==> config.mk <==
export PLATFORM = sky130hd
export DESIGN_NAME = gtopm_lane
export DESIGN_NICKNAME = d
export VERILOG_FILES = /design/src/gtopm_pkg.sv /design/src/gtopm_lane.sv
export SDC_FILE = /design/constraint.sdc
export NUM_CORES = 1
export LEC_CHECK = 0
export BUFFER_PORTS_ARGS = -buffer_cell sky130_fd_sc_hd__buf_2
export CAP_MARGIN = 25
export CORE_ASPECT_RATIO = 0.9
export CORE_MARGIN = 1
export CORE_UTILIZATION = 60
export CTS_CLUSTER_SIZE = 20
export DETAILED_ROUTE_END_ITERATION = 8
export PLACE_DENSITY = 0.87
export SYNTH_ARGS = -nofsm -noshare
export SYNTH_HDL_FRONTEND = slang
export SYNTH_SLANG_ARGS = --single-unit
==> constraint.sdc <==
create_clock -name clock -period 15.05 [get_ports clock]
set_input_delay 3.01 -clock clock [delete_from_list [all_inputs] [get_ports clock]]
set_output_delay 3.01 -clock clock [all_outputs]
set_load 0.02 [all_outputs]
==> src/gtopm_pkg.sv <==
// shared types, sizes and operation codes for the outer-product tile accumulator
`default_nettype none
package gtopm_pkg;

   localparam int TILE_ROWS   = 4;
   localparam int TILE_COLS   = 16;
   localparam int ACC_COUNT   = TILE_ROWS * TILE_COLS;
   localparam int MAX_EMIT    = 64;
   localparam int EMIT_COUNT  = (ACC_COUNT > MAX_EMIT) ? MAX_EMIT : ACC_COUNT;

   localparam int A_LANES     = 4;
   localparam int B_LANES     = 16;
   localparam int PACK_LANES  = 4;
   localparam int B_PACKS     = 4;

   localparam int DATA_W      = 16;
   localparam int PROD_W      = 2 * DATA_W;
   localparam int ACC_W       = 48;
   localparam int PACK_W      = 64;
   localparam int ROW_W       = 2;
   localparam int COL_W       = 4;
   localparam int OP_W        = 2;

   localparam logic [OP_W-1:0] OP_LOAD  = 2'd0;
   localparam logic [OP_W-1:0] OP_STEP  = 2'd1;
   localparam logic [OP_W-1:0] OP_DRAIN = 2'd2;

   localparam logic signed [ACC_W-1:0] ACC_MAX = {1'b0, {(ACC_W-1){1'b1}}};
   localparam logic signed [ACC_W-1:0] ACC_MIN = {1'b1, {(ACC_W-1){1'b0}}};

   typedef struct packed {
      logic step_accept;   // multiply step taken this cycle
      logic step_pend;     // products registered, add them now
   } gtopm_ctrl_type;

endpackage
`default_nettype wire

==> src/gtopm_lane.sv <==
// one accumulator lane: registered multiply, saturating add, preset by load
`default_nettype none
module gtopm_lane (
   input  wire logic                               clock,
   input  wire logic                               reset,
   input  wire gtopm_pkg::gtopm_ctrl_type          ctrl,
   input  wire logic signed [gtopm_pkg::DATA_W-1:0] a_value,
   input  wire logic signed [gtopm_pkg::DATA_W-1:0] b_value,
   input  wire logic                               load_en,
   input  wire logic signed [gtopm_pkg::ACC_W-1:0] load_value,
   output logic signed [gtopm_pkg::ACC_W-1:0]      acc
);
   import gtopm_pkg::*;

   logic signed [PROD_W-1:0] prod_ff;
   logic signed [ACC_W-1:0]  acc_ff;
   logic signed [ACC_W-1:0]  acc_in;
   logic signed [ACC_W:0]    sum;

   // product stage
   always_ff @(posedge clock) begin
      if (ctrl.step_accept) begin
         prod_ff <= a_value * b_value;
      end
   end

   assign sum = {acc_ff[ACC_W-1], acc_ff} + {{(ACC_W+1-PROD_W){prod_ff[PROD_W-1]}}, prod_ff};

   always_comb begin
      acc_in = acc_ff;
      if (load_en) begin
         acc_in = load_value;
      end else if (ctrl.step_pend) begin
         if (sum[ACC_W] != sum[ACC_W-1]) begin
            acc_in = sum[ACC_W] ? ACC_MIN : ACC_MAX;
         end else begin
            acc_in = sum[ACC_W-1:0];
         end
      end
   end

   always_ff @(posedge clock) begin
      if (reset) begin
         acc_ff <= '0;
      end else begin
         acc_ff <= acc_in;
      end
   end

   assign acc = acc_ff;

endmodule
`default_nettype wire

======== After elaboration in Yosys (flattened, before gate mapping) ========
Index checks and enable logic that the tools add are counted.
operators by class
  add/subtract/negate cells ............... 1
  $mul .................................... 1
  equality and inequality tests ........... 1
  mux-type cells .......................... 4
  reduce and logical (&&, ||, !) cells .... 1
operator list
  kind                          number
  two-way mux 48 bit            4
  adder 48 x 32 -> 49 bit       1
  multiplier 16 x 16 -> 32 bit  1
  nonzero test 2 bit            1
  != test 1 bit                 1
word-level totals
  register bits ........................... 80
  input bits .............................. 85
  output and inout port bits .............. 48
  logic and storage cells ................. 10

======== Longest topological paths before layout ========
Gate-level depths: netlist (run 1).
  depth in word-level cells ............... 5
  gate-level depth with buffers ........... 24
  mapped depth without buffers ............ 23

======== Worst setup path before layout (run 1) ========
Ideal clock, no wire load.
  path kind ............................... input port to flip-flop
  start ................................... in a_value[10] (netlist bit)
  end ..................................... reg prod_ff[22] (data pin)
  setup time .............................. 0.258 ns
  data arrival time ....................... 8.606 ns
  data required time ...................... 14.792 ns
  setup slack ............................. 6.186 ns
  stages .................................. 20
  path buffers ............................ 1
  cells stage by stage .................... clkbuf_1 nand2_1 fa_1 fa_1 fa_1 fa_1 inv_1 fa_1 fa_1 ha_1 or4_1 or3_1 o41ai_1 o41ai_1 a221oi_2 nand2b_1 a21o_1 a21o_1 a21oi_2 xnor2_1
on the way
  word-level cells in the longest chain between the ends .. 1
ends and longest elaborated chain
  item                          line              source
  from (decl)                   gtopm_lane.sv:7   input wire logic signed [gtopm_pkg::DATA_W-1:0] a_value,
  multiplier 16 x 16 -> 32 bit  gtopm_lane.sv:23  prod_ff <= a_value * b_value;
  to (signal assigned)          gtopm_lane.sv:23
  to (decl)                     gtopm_lane.sv:15  logic signed [PROD_W-1:0] prod_ff;
Every way passes these cells.
A chain may end at the register's enable or synchronous reset.

======== Final worst setup path (run 1) ========
  start ................................... in a_value[11] (netlist bit)
  end ..................................... reg prod_ff[31] (data pin)
Same word-level chain as after synthesis.

==> flow_metrics.tcl, run 1 <==
set metrics [dict create \
    area_delta_synth_final_pct 7.28 \
    cp_max_fo 16 \
    die_w_um 173 \
    grt_pass1_wl_um 65100 \
    min_path_cells 2 \
    cts_tree "built" \
    clock_latency_ns 0.35 \
    clock-sinks 80 \
    core-area_mm2 0.0255 \
    finalHoldViolCount 0 \
    relSlewSlack_pct 38.2 \
    async_reset_ff_share_pct 0 \
    grt_use_total_pct 30.4 \
    cts_hold_buf 0 \
    detail_route.iter0.violations 987 \
    root_buffer "clkbuf_16" \
    synth_top_area_share_pct 33.4 \
    postRouteAntennaNets 0 \
    worstPathCellList "buf_2 -> nand2_1 -> fa_1 -> fa_1 -> fa_1 -> inv_1 -> fa_1 -> fa_1 -> inv_1 -> fa_1 -> inv_1 -> ha_1 -> a21o_1 -> a21o_1 -> a21o_1 -> a31o_2 -> a31o_2 -> a211oi_1 -> nor3_1 -> a211o_1 -> a21oi_1 -> xnor2_1" \
    fp.dieH_um 156 \
    ys_seq_area_share_pct 12.2 \
    postCtsResizedCells 0 \
    tns_ns 0 \
    worst_pin_slew_ns 0.928 \
    cts_buffers 9 \
    grt_setup_unrepaired "false" \
    setup_viol 0 \
    synth-seq-cells 80 \
    synth_nets 2289 \
    reg2reg_from "prod_ff[31]" \
    fp-row-count 55 \
    die_area_mm2 0.0269 \
    postCtsSetupRepairBufs 0 \
    drt_first_pass_iters 5 \
    path_clk_slew_ns 0.07 \
    layout_min_cycle_time_ns 9.01 \
    fmax_mhz 111 \
    final_layout_size_suffix_gt1_share_pct 9.33 \
    dp_hpwl_um 32300 \
    crit_buf_inv 4 \
    port_buffers 132 \
    ys_warn_count 0 \
    synth_area_mm2 0.0157 \
    detail_route.vias_per_cell 5.83 \
    routedWlPerCell_um 17.7 \
    start_util_pct 61.8 \
    postSynthAreaPerCell_um2 8.69 \
    gp_congestion 0.932 \
    gr-total-overflow 0 \
    cts_buffer_depth 2 \
    synth-edff-count 32 \
    yosysUniqueCellTypes 73 \
    status "completed" \
    cp.arrival_ns 9.10 \
    drcViolationCount 0 \
    path_common_cell "fa_1" \
    cp.required_ns 15.14 \
    antenna_cells 0 \
    crit_start "a_value[11]" \
    max-cap-violations 0 \
    r2r-end "acc[0]" \
    critical_path_class "input port to register" \
    vias 12990 \
    crit_path_max_incr_delay_ns 0.54 \
    layout_commonest_cell "inv_1" \
    rrSetupSlack_ns 11.00 \
    hp-class "register to register" \
    crit_cells 22 \
    layout_common_cells "inv_1 (312), fa_1 (263), nand2_1 (182)" \
    totalWireLength_um 39400 \
    startpoint_type "input port" \
    fin_crit_sh_pct 59.9 \
    ys_top_cells_by_area "fa_1 (33%), ha_1 (10%), inv_1 (7.4%)" \
    grt_pass1_vias 13211 \
    ios 133 \
    h-tree-depth 3 \
    nNetsFinal 2360 \
    slew_viol_final 0 \
    rr_worst_depth 12 \
    synth_cells 1811 \
    cp-endpoint "prod_ff[31]" \
    synth_flop_cell "dfxtp_1" \
    grt_max_degree 55 \
    cp-end-kind "register" \
    grt_antenna_before_repair 0 \
    cpMaxStageDelayCell "fa_1" \
    fin_skew_ns 0.0131 \
    crit_family "adder cells" \
    final_util_pct 66.3 \
    synth_top_cell_by_area "fa_1" \
    whs_ns 0.609 \
]
registers in the layout, indices dropped and copies added (netlist names):
name     flops
prod_ff     32
acc         48
worst register-to-register path: stages (launching register included):
cell and delay, ns:
edfxtp_1 0.71, ha_1 0.55, nand2_1 0.16, o21ai_1 0.30, o21bai_1 0.17, a21oi_1 0.09, o41ai_1 0.44, nand2_1 0.14
o211a_2 0.17, a21oi_4 0.41, buf_4 0.45, a21boi_0 0.23, o22ai_1 0.11
worst min-delay path by stage:
stage | start | to | slack, ns
finish | acc[31] | acc[31] | 0.61
CTS | acc[31] | acc[31] | 0.60
global route | acc[31] | acc[31] | 0.64
floorplan | acc[31] | acc[31] | 0.64
global placement | acc[31] | acc[31] | 0.59
detailed placement | acc[31] | acc[31] | 0.59
stage by stage:
step	area, um^2	setup WS, ns	cells
after floorplan	15700	6.19	1811
after detailed placement	16600	5.69	2213
after global routing	16900	5.77	2229
after CTS	16900	6.06	2229
after global placement	16600	5.86	2213
final	16900	6.04	2229
cells in the mapped netlist (3+ instances only):
master and instances:
dfxtp_1 48, xnor2_1 51, a211oi_1 48, and3_1 8, buf_1 5, ha_1 130, buf_2 11, nand2_1 182
a211o_1 3, nand3_1 16, o2111ai_1 3, nand2b_1 16, nor2b_1 8, o211ai_1 8, clkbuf_1 59, a211oi_2 4
fa_1 263, o22ai_1 5, a21oi_1 108, edfxtp_1 32, xor2_1 19, inv_1 312, and2_1 127, o21ai_0 33
nor2_1 143, o21bai_1 14, a221oi_1 4, a31oi_1 6, nand4_1 10, nor3_1 14, and4_1 5, o21a_1 9
a21o_1 38, o41ai_1 5, a2111oi_0 4, or3_1 13
kinds of logic (layout without fill, tap and decap cells):
family	count (synthesis)	count (layout)	synth area share [%]
and+or+nand+nor	557	557	17.0
adders and majority gates	393	393	43.8
buffers and inverters	388	464	9.36
AOI/OAI and AO/OA	322	322	13.7
DFF	80	80	12.2
xor gates and xnor gates	70	70	3.89
muxes	1	1	0.0636
layout make-up:
cell class              instances  area (um^2)
clock buffers                  10          250
multi-input cells            1343        12300
clock inverters                 6         80.1
repair buffers                136          691
well taps                     342          428
flip-flops and latches         80         1920
fillers                      2023         8570
inverters                     312         1170
layer usage:
layer  track usage [%]  wire length (um)  vias to the layer above
met5                 0                 0                        -
met4              11.5              1490                        0
met3              3.56              2350                      112
met2              52.5             19600                      493
met1              39.6             16000                     6436
li1                  -                 -                     5949
Power of run 1 is not shown: default switching activity piles up to over one toggle a cycle in this logic, so the estimate is an artifact.
==> run 2, diff against run 1 <==
--- a/config.mk
+++ b/config.mk
@@ -9,7 +9,7 @@
 export CAP_MARGIN = 25
 export CORE_ASPECT_RATIO = 0.9
 export CORE_MARGIN = 1
-export CORE_UTILIZATION = 60
+export CORE_UTILIZATION = 57
 export CTS_CLUSTER_SIZE = 20
 export DETAILED_ROUTE_END_ITERATION = 8
 export PLACE_DENSITY = 0.87
==> constraint.sdc (replaced) <==
create_clock -name clock -period 7.95 [get_ports clock]
set_input_delay 1.59 -clock clock [delete_from_list [all_inputs] [get_ports clock]]
set_output_delay 1.59 -clock clock [all_outputs]
set_load 0.02 [all_outputs]
==> run 2 against run 1 <==
  * Via count is 0.22% higher
  * First-iteration DRC count rose by 5.6%
  * Utilization decreased by 3.9 points
  * Sequential share of layout area is essentially flat
  * Clock skew fell by 0.00058 ns
  * Register-to-register slack got worse by 7.5 ns
  * Non-clock buffer count up 4
  * Wire length is 2.2% higher
  * Critical path depth decreased by 3
  * Worst hold slack gained 0.020 ns
  * Die area up 5.2%
  * Largest cell class unchanged
==> flow_metrics.tcl, run 2 (synthesis results as in run 1) <==
set metrics [dict create \
    fp.dieH_um 160 \
    crit_path_max_incr_delay_ns 0.59 \
    grt_pass1_vias 13642 \
    cts_buffers 9 \
    gp_congestion 0.911 \
    h-tree-depth 3 \
    rr_worst_depth 12 \
    worst_pin_slew_ns 0.955 \
    setup_viol 0 \
    nNetsFinal 2364 \
    ios 133 \
    clock-sinks 80 \
    postCtsSetupRepairBufs 0 \
    min_from "acc[31]" \
    port_buffers 132 \
    holdPathEnd "acc[31]" \
    layout_min_cycle_time_ns 7.63 \
    critical_path_class "input port to register" \
    min_path_cells 2 \
    setup_slack_ns 0.325 \
    cpMaxStageDelayCell "fa_1" \
    start_util_pct 58.1 \
    layout_commonest_cell "inv_1" \
    r2r-end "acc[0]" \
    rrSetupSlack_ns 3.52 \
    fp-row-count 57 \
    largest_reg_flops 48 \
    die_w_um 177 \
    drt_first_pass_iters 5 \
    routedWlPerCell_um 17.9 \
    grt_setup_unrepaired "false" \
    detail_route.vias_per_cell 5.80 \
    path_clk_slew_ns 0.06 \
    tns_ns 0 \
    grt_max_degree 98 \
    reg2reg_from "prod_ff[31]" \
    final_layout_size_suffix_gt1_share_pct 9.47 \
    clock_latency_ns 0.34 \
    hp-class "register to register" \
    layout_common_cells "inv_1 (312), fa_1 (263), nand2_1 (182)" \
    vias 13018 \
    grt_use_total_pct 29.9 \
    core-area_mm2 0.0271 \
    grt_antenna_before_repair 0 \
    max-cap-violations 0 \
    postRouteAntennaNets 0 \
    place_ws_ns -0.0257 \
    dp_hpwl_um 33200 \
    area_delta_synth_final_pct 7.45 \
    cts_tree "built" \
    root_buffer "clkbuf_16" \
    antenna_cells 0 \
    startpoint_type "input port" \
    drcViolationCount 0 \
    cts_buffer_depth 2 \
    relSlewSlack_pct 36.4 \
    die_area_mm2 0.0283 \
    gr-total-overflow 0 \
    finalHoldViolCount 0 \
    worstPathCellList "buf_2 -> nand2_1 -> fa_1 -> fa_1 -> fa_1 -> fa_1 -> inv_1 -> fa_1 -> fa_1 -> ha_1 -> or4_1 -> or3_1 -> o41ai_2 -> o41ai_1 -> a221oi_2 -> o21bai_1 -> o22ai_1 -> o21ai_0 -> xor2_1" \
    status "completed" \
    cp_max_fo 16 \
    grt_pass1_wl_um 67100 \
    fmax_mhz 131 \
    totalWireLength_um 40300 \
    detail_route.iter0.violations 1042 \
    slew_viol_final 0 \
    cp.arrival_ns 7.71 \
    cp.required_ns 8.04 \
    fin_skew_ns 0.0125 \
    cp-end-kind "register" \
    fin_crit_sh_pct 95.9 \
    path_common_cell "fa_1" \
]
-- run 2: cell types whose count changed in the layout (fill, tap and decap cells not counted) --
cell and delta:
buf_4 +4, clkbuf_1 +2, clkbuf_16 +1, clkinv_4 +1
bufinv_16 -1, inv_8 -3, inv_6 -1, o41ai_2 +1
clkinv_2 +1, o41ai_1 -1
-- run 2: what timing repair did --
item / CTS / global route
hold buffers: 0 / 0
setup endpoints to repair: 0 / 1
resized for setup: 0 / 1
-- run 2: routing by layer --
layer | vias to the layer above | track usage, % | share of wire [%]
met5 | - | 0 | 0
met4 | 0 | 10.2 | 3.3
met3 | 108 | 3.43 | 6.2
met2 | 493 | 50.8 | 51
met1 | 6451 | 39.5 | 40
li1 | 5966 | - | -
-- run 2: cell type report --
cell class	count	area (um^2)
clock buffer	13	283
clock inverter	3	21.3
fill	2289	10200
inverter	312	1170
multi-input combinational	1343	12400
sequential	80	1920
tap	354	443
timing repair buffer	140	721
-- run 2: metrics by stage --
step / utilization [%] / instance area [um^2] / hold WS [ns] / cells
CTS: 62.4 / 16900 / 0.615 / 2245
floorplan: - / 15700 / 0.640 / 1811
global placement: 61.3 / 16600 / 0.594 / 2229
global route: 62.4 / 16900 / 0.684 / 2245
detailed placement: 61.3 / 16600 / 0.601 / 2229
finish: 62.4 / 16900 / 0.629 / 2245
-- run 2: worst max path at each step --
| stage | cells past startpoint | end | slack, ns | startpoint |
|---|---|---|---|---|
| 5_1_grt | 19 | prod_ff[30] | 0.03 | b_value[1] |
| 2_1_floorplan | 20 | prod_ff[22] | 0.51 | a_value[10] |
| 4_1_cts | 20 | prod_ff[22] | 0.32 | b_value[1] |
| 6_report | 19 | prod_ff[30] | 0.32 | b_value[1] |
| 3_5_place_dp | 20 | prod_ff[22] | -0.03 | b_value[1] |
| 3_3_place_gp | 23 | prod_ff[31] | 0.18 | a_value[8] |
-- run 2: worst max-delay path, delay by kind of cell --
family / cells / cell delay [ns]
AOI/OAI and AO/OA: 6 / 1.27
xor gates and xnor gates: 1 / 0.15
buffers and inverters: 2 / 0.35
and+or+nand+nor: 3 / 0.98
adders and majority gates: 7 / 3.34
Power of run 2 is left out for the same reason.
